**config.mk**
```make
export PLATFORM = sky130hd
export DESIGN_NAME = triangle_span_generator_unit
export DESIGN_NICKNAME = d
export VERILOG_FILES = /design/src/rtl/tsg_pkg.sv /design/src/rtl/tsg_sort.sv /design/src/rtl/tsg_div.sv /design/src/rtl/triangle_span_generator_unit.sv
export SDC_FILE = /design/constraint.sdc
export NUM_CORES = 2
export LEC_CHECK = 0
export ABC_AREA = 1
export BUFFER_PORTS_ARGS = -buffer_cell sky130_fd_sc_hd__buf_4
export CORE_ASPECT_RATIO = 1.2
export CORE_MARGIN = 1.5
export CORE_UTILIZATION = 50
export CTS_CLUSTER_DIAMETER = 60
export DETAILED_ROUTE_END_ITERATION = 16
export PLACE_DENSITY = 0.72
export SYNTH_ARGS = -nofsm -noshare
export SYNTH_HDL_FRONTEND = slang
export SYNTH_SLANG_ARGS = --single-unit
```
**constraint.sdc**
```tcl
create_clock -name clk -period 19.75 [get_ports clk]
set_input_delay 0.9875 -clock clk [delete_from_list [all_inputs] [get_ports clk]]
set_output_delay 0.9875 -clock clk [all_outputs]
set_load 0.01 [all_outputs]
```
**src/rtl/tsg_pkg.sv**
```systemverilog
// Package for the triangle span generator: sequencer states, function codes
// and fixed field widths. No dependencies.

package tsg_pkg;

    localparam int IN_W  = 12;
    localparam int OUT_W = 12;

    localparam logic FUNC_LOAD = 1'b0;
    localparam logic FUNC_NEXT = 1'b1;

    typedef enum logic [2:0] {
        ST_IDLE,
        ST_START,
        ST_SETPH,
        ST_DIVS_GO,
        ST_DIVS_WAIT,
        ST_DIVL_GO,
        ST_DIVL_WAIT,
        ST_FINISH
    } tsg_state_t;

endpackage

```
**src/rtl/tsg_sort.sv**
```systemverilog
// Three-vertex sort by y for the triangle span generator: three
// compare-exchange steps, equal y keeps input order. No dependencies.

module tsg_sort #(
    parameter int W = 12
) (
    input  logic [W-1:0] ax,
    input  logic [W-1:0] ay,
    input  logic [W-1:0] bx,
    input  logic [W-1:0] by,
    input  logic [W-1:0] cx,
    input  logic [W-1:0] cy,
    output logic [W-1:0] x0,
    output logic [W-1:0] y0,
    output logic [W-1:0] x1,
    output logic [W-1:0] y1,
    output logic [W-1:0] x2,
    output logic [W-1:0] y2
);

    logic [W-1:0] p_ax, p_ay, p_bx, p_by;
    logic [W-1:0] q_bx, q_by;

    always_comb
    begin
        // first pass: a against b
        if (ay > by)
        begin
            p_ax = bx; p_ay = by; p_bx = ax; p_by = ay;
        end
        else
        begin
            p_ax = ax; p_ay = ay; p_bx = bx; p_by = by;
        end
        // second pass: b against c
        if (p_by > cy)
        begin
            q_bx = cx;   q_by = cy;   x2 = p_bx; y2 = p_by;
        end
        else
        begin
            q_bx = p_bx; q_by = p_by; x2 = cx;   y2 = cy;
        end
        // third pass: a against b again
        if (p_ay > q_by)
        begin
            x0 = q_bx; y0 = q_by; x1 = p_ax; y1 = p_ay;
        end
        else
        begin
            x0 = p_ax; y0 = p_ay; x1 = q_bx; y1 = q_by;
        end
    end

endmodule

```
**src/rtl/tsg_div.sv**
```systemverilog
// Shared restoring divider for the triangle span generator: signed numerator,
// non-negative denominator, quotient truncated toward zero, one bit a cycle.
// Zero denominator gives a zero quotient. No dependencies.

module tsg_div #(
    parameter int W = 12
) (
    input  logic                clk,
    input  logic                rst_n,
    input  logic                start,
    input  logic signed [2*W:0] num,
    input  logic [W-1:0]        den,
    output logic                done,
    output logic signed [W:0]   quot
);

    localparam int CW = $clog2(W + 1);

    logic          busy_reg, busy_next;
    logic          done_reg, done_next;
    logic [CW-1:0] cnt_reg, cnt_next;
    logic          neg_reg, neg_next;
    logic          zero_reg, zero_next;
    logic [W-1:0]  den_reg, den_next;
    logic [W-1:0]  rem_reg, rem_next;
    logic [W-1:0]  quo_reg, quo_next;

    logic [2*W:0]  mag;
    logic [W:0]    sh;
    logic [W:0]    diff;
    logic          ge;
    logic signed [W:0] quo_pos;

    assign mag  = num[2*W] ? (2*W+1)'(-num) : num;
    assign sh   = {rem_reg, quo_reg[W-1]};
    assign diff = sh - {1'b0, den_reg};
    assign ge   = (sh >= {1'b0, den_reg});

    always_comb
    begin
        busy_next = busy_reg;
        done_next = 1'b0;
        cnt_next  = cnt_reg;
        neg_next  = neg_reg;
        zero_next = zero_reg;
        den_next  = den_reg;
        rem_next  = rem_reg;
        quo_next  = quo_reg;
        if (start)
        begin
            // the quotient always fits W bits, so the high half starts below den
            busy_next = 1'b1;
            cnt_next  = CW'(W);
            neg_next  = num[2*W];
            zero_next = (den == '0);
            den_next  = den;
            rem_next  = mag[2*W-1:W];
            quo_next  = mag[W-1:0];
        end
        else if (busy_reg)
        begin
            rem_next = ge ? diff[W-1:0] : sh[W-1:0];
            quo_next = {quo_reg[W-2:0], ge};
            cnt_next = cnt_reg - CW'(1);
            if (cnt_reg == CW'(1))
            begin
                busy_next = 1'b0;
                done_next = 1'b1;
            end
        end
    end

    always_ff @(posedge clk or negedge rst_n)
    begin
        if (!rst_n)
        begin
            busy_reg <= 1'b0;
            done_reg <= 1'b0;
            cnt_reg  <= '0;
        end
        else
        begin
            busy_reg <= busy_next;
            done_reg <= done_next;
            cnt_reg  <= cnt_next;
        end
    end

    always_ff @(posedge clk)
    begin
        neg_reg  <= neg_next;
        zero_reg <= zero_next;
        den_reg  <= den_next;
        rem_reg  <= rem_next;
        quo_reg  <= quo_next;
    end

    assign quo_pos = $signed({1'b0, quo_reg});
    assign done    = done_reg;
    assign quot    = zero_reg ? '0 : (neg_reg ? -quo_pos : quo_pos);

endmodule

```
**src/rtl/triangle_span_generator_unit.sv**
```systemverilog
// Triangle span generator top level: sequencer, edge accumulators, output word.
// Depends on tsg_pkg, tsg_sort and tsg_div. A load word is taken without leaving ST_IDLE.
// For each span the shared divider runs twice, one quotient bit a cycle; the row that opens
// the second segment first passes through ST_SETPH.
// An empty or flat span is written from ST_START with no division; a held output word stalls.
// Reset (rst_n, asynchronous, active low) leaves no triangle active and no word pending.

module triangle_span_generator_unit #(
    parameter int COORD_BITS = 12
) (
    input  logic                     clk,
    input  logic                     rst_n,
    input  logic                     in_valid,
    output logic                     in_ready,
    input  logic                     func,
    input  logic [tsg_pkg::IN_W-1:0] vertex_a_x,
    input  logic [tsg_pkg::IN_W-1:0] vertex_a_y,
    input  logic [tsg_pkg::IN_W-1:0] vertex_b_x,
    input  logic [tsg_pkg::IN_W-1:0] vertex_b_y,
    input  logic [tsg_pkg::IN_W-1:0] vertex_c_x,
    input  logic [tsg_pkg::IN_W-1:0] vertex_c_y,
    output logic                      out_valid,
    input  logic                      out_ready,
    output logic [tsg_pkg::OUT_W-1:0] span_y,
    output logic [tsg_pkg::OUT_W-1:0] span_left,
    output logic [tsg_pkg::OUT_W-1:0] span_right,
    output logic                      last_span,
    output logic                      no_span
);

    import tsg_pkg::*;

    localparam int W     = COORD_BITS;
    localparam int ACC_W = 2 * W + 1;
    localparam int E_W   = W + 2;

    tsg_state_t state_reg, state_next;

    logic [W-1:0] x0_reg, y0_reg, x1_reg, y1_reg, x2_reg, y2_reg;
    logic [W-1:0] x0_next, y0_next, x1_next, y1_next, x2_next, y2_next;
    logic [W-1:0] row_reg, row_next;
    logic signed [W:0] fse_reg, fse_next;
    logic signed [ACC_W-1:0] short_reg, short_next;
    logic signed [ACC_W-1:0] long_reg, long_next;
    logic signed [ACC_W-1:0] prod_reg, prod_next;
    logic signed [W:0] qs_reg, qs_next;
    logic signed [W:0] ql_reg, ql_next;
    logic phase_reg, phase_next;
    logic active_reg, active_next;
    logic flat_reg, flat_next;

    logic             out_valid_reg, out_valid_next;
    logic [OUT_W-1:0] span_y_reg, span_y_next;
    logic [OUT_W-1:0] span_left_reg, span_left_next;
    logic [OUT_W-1:0] span_right_reg, span_right_next;
    logic             last_span_reg, last_span_next;
    logic             no_span_reg, no_span_next;

    logic [W-1:0] sx0, sy0, sx1, sy1, sx2, sy2;
    logic         in_take;
    logic         out_free;

    logic                    div_start;
    logic signed [ACC_W-1:0] div_num;
    logic [W-1:0]            div_den;
    logic                    div_done;
    logic signed [W:0]       div_quot;

    logic signed [W:0]     dx10, dx21, dx20, dyr;
    logic signed [2*W+1:0] mul_full;
    logic signed [E_W-1:0] edge_a, edge_b, span_lo, span_hi;
    logic [W-1:0]          flat_min, flat_max;

    tsg_sort #(.W(W)) u_sort (
        .ax (W'(vertex_a_x)),
        .ay (W'(vertex_a_y)),
        .bx (W'(vertex_b_x)),
        .by (W'(vertex_b_y)),
        .cx (W'(vertex_c_x)),
        .cy (W'(vertex_c_y)),
        .x0 (sx0),
        .y0 (sy0),
        .x1 (sx1),
        .y1 (sy1),
        .x2 (sx2),
        .y2 (sy2)
    );

    assign div_start = (state_reg == ST_DIVS_GO) || (state_reg == ST_DIVL_GO);
    assign div_num   = (state_reg == ST_DIVS_GO) ? short_reg : long_reg;
    assign div_den   = (state_reg == ST_DIVL_GO) ? (y2_reg - y0_reg) :
                       (phase_reg ? (y2_reg - y1_reg) : (y1_reg - y0_reg));

    tsg_div #(.W(W)) u_div (
        .clk   (clk),
        .rst_n (rst_n),
        .start (div_start),
        .num   (div_num),
        .den   (div_den),
        .done  (div_done),
        .quot  (div_quot)
    );

    assign in_ready = (state_reg == ST_IDLE);
    assign in_take  = in_valid && in_ready;
    assign out_free = !out_valid_reg || out_ready;

    assign dx10     = $signed({1'b0, x1_reg}) - $signed({1'b0, x0_reg});
    assign dx21     = $signed({1'b0, x2_reg}) - $signed({1'b0, x1_reg});
    assign dx20     = $signed({1'b0, x2_reg}) - $signed({1'b0, x0_reg});
    assign dyr      = $signed({1'b0, row_reg - y1_reg});
    assign mul_full = dx21 * dyr;

    assign edge_a  = $signed({2'b00, (phase_reg ? x1_reg : x0_reg)}) + E_W'(qs_reg);
    assign edge_b  = $signed({2'b00, x0_reg}) + E_W'(ql_reg);
    assign span_lo = (edge_a > edge_b) ? edge_b : edge_a;
    assign span_hi = (edge_a > edge_b) ? edge_a : edge_b;

    always_comb
    begin
        flat_min = x0_reg;
        flat_max = x0_reg;
        if (x1_reg < flat_min) flat_min = x1_reg;
        if (x1_reg > flat_max) flat_max = x1_reg;
        if (x2_reg < flat_min) flat_min = x2_reg;
        if (x2_reg > flat_max) flat_max = x2_reg;
    end

    always_comb
    begin
        state_next      = state_reg;
        x0_next         = x0_reg;
        y0_next         = y0_reg;
        x1_next         = x1_reg;
        y1_next         = y1_reg;
        x2_next         = x2_reg;
        y2_next         = y2_reg;
        row_next        = row_reg;
        fse_next        = fse_reg;
        short_next      = short_reg;
        long_next       = long_reg;
        prod_next       = prod_reg;
        qs_next         = qs_reg;
        ql_next         = ql_reg;
        phase_next      = phase_reg;
        active_next     = active_reg;
        flat_next       = flat_reg;
        out_valid_next  = out_valid_reg && !out_ready;
        span_y_next     = span_y_reg;
        span_left_next  = span_left_reg;
        span_right_next = span_right_reg;
        last_span_next  = last_span_reg;
        no_span_next    = no_span_reg;

        case (state_reg)
            ST_IDLE:
            begin
                if (in_take)
                begin
                    if (func == FUNC_LOAD)
                    begin
                        x0_next     = sx0;
                        y0_next     = sy0;
                        x1_next     = sx1;
                        y1_next     = sy1;
                        x2_next     = sx2;
                        y2_next     = sy2;
                        flat_next   = (sy0 == sy2);
                        fse_next    = (sy1 == sy2) ? $signed({1'b0, sy1}) :
                                      $signed({1'b0, sy1}) - (W+1)'(1);
                        row_next    = sy0;
                        short_next  = '0;
                        long_next   = '0;
                        phase_next  = 1'b0;
                        active_next = 1'b1;
                    end
                    else
                    begin
                        state_next = ST_START;
                    end
                end
            end

            ST_START:
            begin
                if (!active_reg || flat_reg)
                begin
                    // hold until the output word is free
                    if (out_free)
                    begin
                        out_valid_next  = 1'b1;
                        no_span_next    = !active_reg;
                        last_span_next  = active_reg;
                        span_y_next     = active_reg ? OUT_W'(y0_reg) : '0;
                        span_left_next  = active_reg ? OUT_W'(flat_min) : '0;
                        span_right_next = active_reg ? OUT_W'(flat_max) : '0;
                        active_next     = 1'b0;
                        state_next      = ST_IDLE;
                    end
                end
                else if (!phase_reg && ($signed({1'b0, row_reg}) > fse_reg))
                begin
                    prod_next  = mul_full[ACC_W-1:0];
                    state_next = ST_SETPH;
                end
                else
                begin
                    state_next = ST_DIVS_GO;
                end
            end

            ST_SETPH:
            begin
                // restart the short edge from vertex 1
                short_next = prod_reg;
                phase_next = 1'b1;
                state_next = ST_DIVS_GO;
            end

            ST_DIVS_GO:
            begin
                state_next = ST_DIVS_WAIT;
            end

            ST_DIVS_WAIT:
            begin
                if (div_done)
                begin
                    qs_next    = div_quot;
                    state_next = ST_DIVL_GO;
                end
            end

            ST_DIVL_GO:
            begin
                state_next = ST_DIVL_WAIT;
            end

            ST_DIVL_WAIT:
            begin
                if (div_done)
                begin
                    ql_next    = div_quot;
                    state_next = ST_FINISH;
                end
            end

            ST_FINISH:
            begin
                if (out_free)
                begin
                    out_valid_next  = 1'b1;
                    no_span_next    = 1'b0;
                    last_span_next  = (row_reg >= y2_reg);
                    span_y_next     = OUT_W'(row_reg);
                    span_left_next  = OUT_W'(span_lo);
                    span_right_next = OUT_W'(span_hi);
                    short_next      = short_reg + ACC_W'(phase_reg ? dx21 : dx10);
                    long_next       = long_reg + ACC_W'(dx20);
                    if (row_reg >= y2_reg)
                        active_next = 1'b0;
                    else
                        row_next = row_reg + W'(1);
                    state_next = ST_IDLE;
                end
            end

            default:
            begin
                state_next = ST_IDLE;
            end
        endcase
    end

    always_ff @(posedge clk or negedge rst_n)
    begin
        if (!rst_n)
        begin
            state_reg     <= ST_IDLE;
            active_reg    <= 1'b0;
            phase_reg     <= 1'b0;
            flat_reg      <= 1'b0;
            out_valid_reg <= 1'b0;
        end
        else
        begin
            state_reg     <= state_next;
            active_reg    <= active_next;
            phase_reg     <= phase_next;
            flat_reg      <= flat_next;
            out_valid_reg <= out_valid_next;
        end
    end

    always_ff @(posedge clk)
    begin
        x0_reg         <= x0_next;
        y0_reg         <= y0_next;
        x1_reg         <= x1_next;
        y1_reg         <= y1_next;
        x2_reg         <= x2_next;
        y2_reg         <= y2_next;
        row_reg        <= row_next;
        fse_reg        <= fse_next;
        short_reg      <= short_next;
        long_reg       <= long_next;
        prod_reg       <= prod_next;
        qs_reg         <= qs_next;
        ql_reg         <= ql_next;
        span_y_reg     <= span_y_next;
        span_left_reg  <= span_left_next;
        span_right_reg <= span_right_next;
        last_span_reg  <= last_span_next;
        no_span_reg    <= no_span_next;
    end

    assign out_valid  = out_valid_reg;
    assign span_y     = span_y_reg;
    assign span_left  = span_left_reg;
    assign span_right = span_right_reg;
    assign last_span  = last_span_reg;
    assign no_span    = no_span_reg;

endmodule

```
==> flow_summary.ini <==
[cells_and_area]
multi_input_area_um2 = 18500
nFillCells = 5563
final_area_um2 = 32600
post-route-util_pct = 54.9
drive_gt1_share_pct = 7.81
syn2layout_area_growth_pct = 8.95
regArea_um2 = 8550
n_antenna_cell = 0
finalNetCount = 4401

[clock_network]
postCtsHoldBufs = 0
cts_htree_levels = 1
cts_tree = done
clk_latency_ns = 0.59
cts_buffers = 31
postCtsSetupBuffers = 0
cts_resized = 0
clock-sinks = 287
clk_pin_slew_worst_paths_ns = 0.07
cts_root_buffer = clkbuf_16
cts.path.max_buffers = 3

[grt]
grt-ovfl-total = 0
first_global_vias = 24200
grt_start_max_net_pins = 96
antenna_found_initial = 0
grtUsageTotal_pct = 26.1
grt_pass1_wl_mm = 126

[timing]
max_freq_mhz = 119
min_period_over_period_pct = 42.6
fin_skew_ns = 0.0173
grt_setup_unrepaired = false
slew_headroom_pct = 27.1
tns_ns = 0
period_minus_slack_ns = 8.41
worstMarginPinSlew_ns = 1.09
setup_viol = 0
report.final.slew_viol_count = 0
hold_violations = 0

[synthesis]
yosysUniqueCellTypes = 64
post-synth-top-count-cell = nand2_1
synth_top_flop_cell = edfxtp_1
synth_top_cell_by_area = edfxtp_1
netlist_top_cells_area = edfxtp_1 (28%), ha_1 (14%), fa_1 (11%)
synth_edf_count = 274
yosysSeqAreaShare_pct = 28.6
ys_seq_elements = 287
synth_nets = 4329
synth_area_um2 = 29900
syn_area_per_cell_um2 = 7.93
synth_top_area_share_pct = 27.5
yosys_warnings = 0
synthArstFlopShare_pct = 4.53
synthCells = 3772
netlist_top_cells_count = nand2_1 (748), inv_1 (623), o21ai_0 (348)

[status]
run_status = finished clean

[detailed_routing]
vias_per_cell = 5.45
vias = 25400
initialDrtViolationCount = 2082
wl_met2_mm = 37.2
wl_met1_mm = 33.7
drtAntennaViolNets = 0
drcViolationCount = 0
wl_per_cell_um = 17.1
dr.pass1.iters = 5
wl_mm = 79.9
wl_met3_mm = 5.80
maxUsedRoutingLayer = met4

[worst_setup_path]
cp.required_ns = 20.07
cp_top_family = adder cells
cp.arrival_ns = 8.72
crit_buf_inv = 6
worst-path-max-fanout = 10
worst_setup_path_start_kind = flop
cp_slowest_cell = xor2_1
max_stage_delay_ns = 0.64
endpoint_kind = flop
path_class = flop to flop

[flow_run]
cap_viol_max_count = 0

[floorplanning]
start_util_pct = 50.4
dieHeight_um = 271
dieArea_um2 = 61300
core-area_um2 = 59300
ios = 117
dieWidth_um = 226
core.rowCount = 98

[place]
gp_congestion = 0.941
hpwl_mm = 64.7
io_buffers = 116
dpl_cell_area_um2 = 31500

[min_path]
hold_class = input port to asynchronous set/reset pin
-- final timing paths --
| path | startpoint | end | slack, ns | cells after the start |
|---|---|---|---|---|
| setup / recovery | row_reg[2] | prod_reg[23] | 11.34 | 34 |
| hold / removal | rst_n | out_valid | 0.26 | 1 |
| setup reg to reg | row_reg[2] | prod_reg[23] | 11.34 | 34 |
| hold reg to reg | u_div.cnt_reg[3] | u_div.cnt_reg[3] | 0.52 | 2 |
| max in group asynchronous | rst_n | phase_reg | 19.28 | 1 |
| min in group clk | u_div.cnt_reg[3] | u_div.cnt_reg[3] | 0.52 | 2 |
-- routing by layer --
layer | GRT usage (%) | up-vias
met5 | 0 | -
met3 | 3.20 | 149
met1 | 34.9 | 11800
met4 | 10.8 | 0
li1 | - | 12600
met2 | 42.8 | 893
-- logic make-up (layout without fill, tap and decap cells) --
group                      count (synthesis)  after routing  share of synthesized area, %
adders and majority gates                480            480                          24.0
buffers and inverters                    738            834                          9.61
DFF                                      287            287                          28.6
muxes                                     16             16                         0.598
AOI/OAI and AO/OA                        824            824                          15.1
and+or+nand+nor                         1302           1302                          18.4
xor gates and xnor gates                 125            125                          3.66
-- through the flow --
stage | hold WS (ns) | cells | setup slack (ns)
detailed placement | 0.503 | 4611 | 11.00
CTS | 0.245 | 4668 | 11.49
finish | 0.258 | 4668 | 11.34
floorplan | 0.450 | 3772 | 12.27
global route | 0.263 | 4668 | 10.73
global placement | 0.490 | 4611 | 11.17
-- worst reg2reg max path, delay by kind of cell, from the launching register on --
kind | cells | cell delay [ns]
buffers and inverters | 6 | 0.88
adders and majority gates | 7 | 3.04
DFF | 1 | 0.53
AOI/OAI and AO/OA | 8 | 1.41
and+or+nand+nor | 11 | 1.49
xor gates and xnor gates | 2 | 0.76
-- layout make-up --
| class | count | share of cell area, % |
|---|---|---|
| Clock buffer | 33 | 2.43 |
| Clock inverter | 24 | 0.807 |
| Inverter | 632 | 7.28 |
| Multi-Input combinational cell | 2747 | 56.8 |
| Sequential cell | 287 | 26.3 |
| Tap cell | 800 | 3.07 |
| Timing Repair Buffer | 145 | 3.34 |
-- cell usage in the layout, fill, tap and decap left out, types with 81 or more instances in the layout --
cell	Yosys	final
a21oi_1	301	301
buf_4	2	145
edfxtp_1	274	274
fa_1	157	157
ha_1	323	323
inv_1	623	622
nand2_1	748	748
nand3_1	117	117
nor2_1	278	275
o21ai_0	348	346
xor2_1	81	81
Power is left out: the tool's default activity adds up to more than one toggle a clock period on the data nets, which glitch-free logic cannot reach.
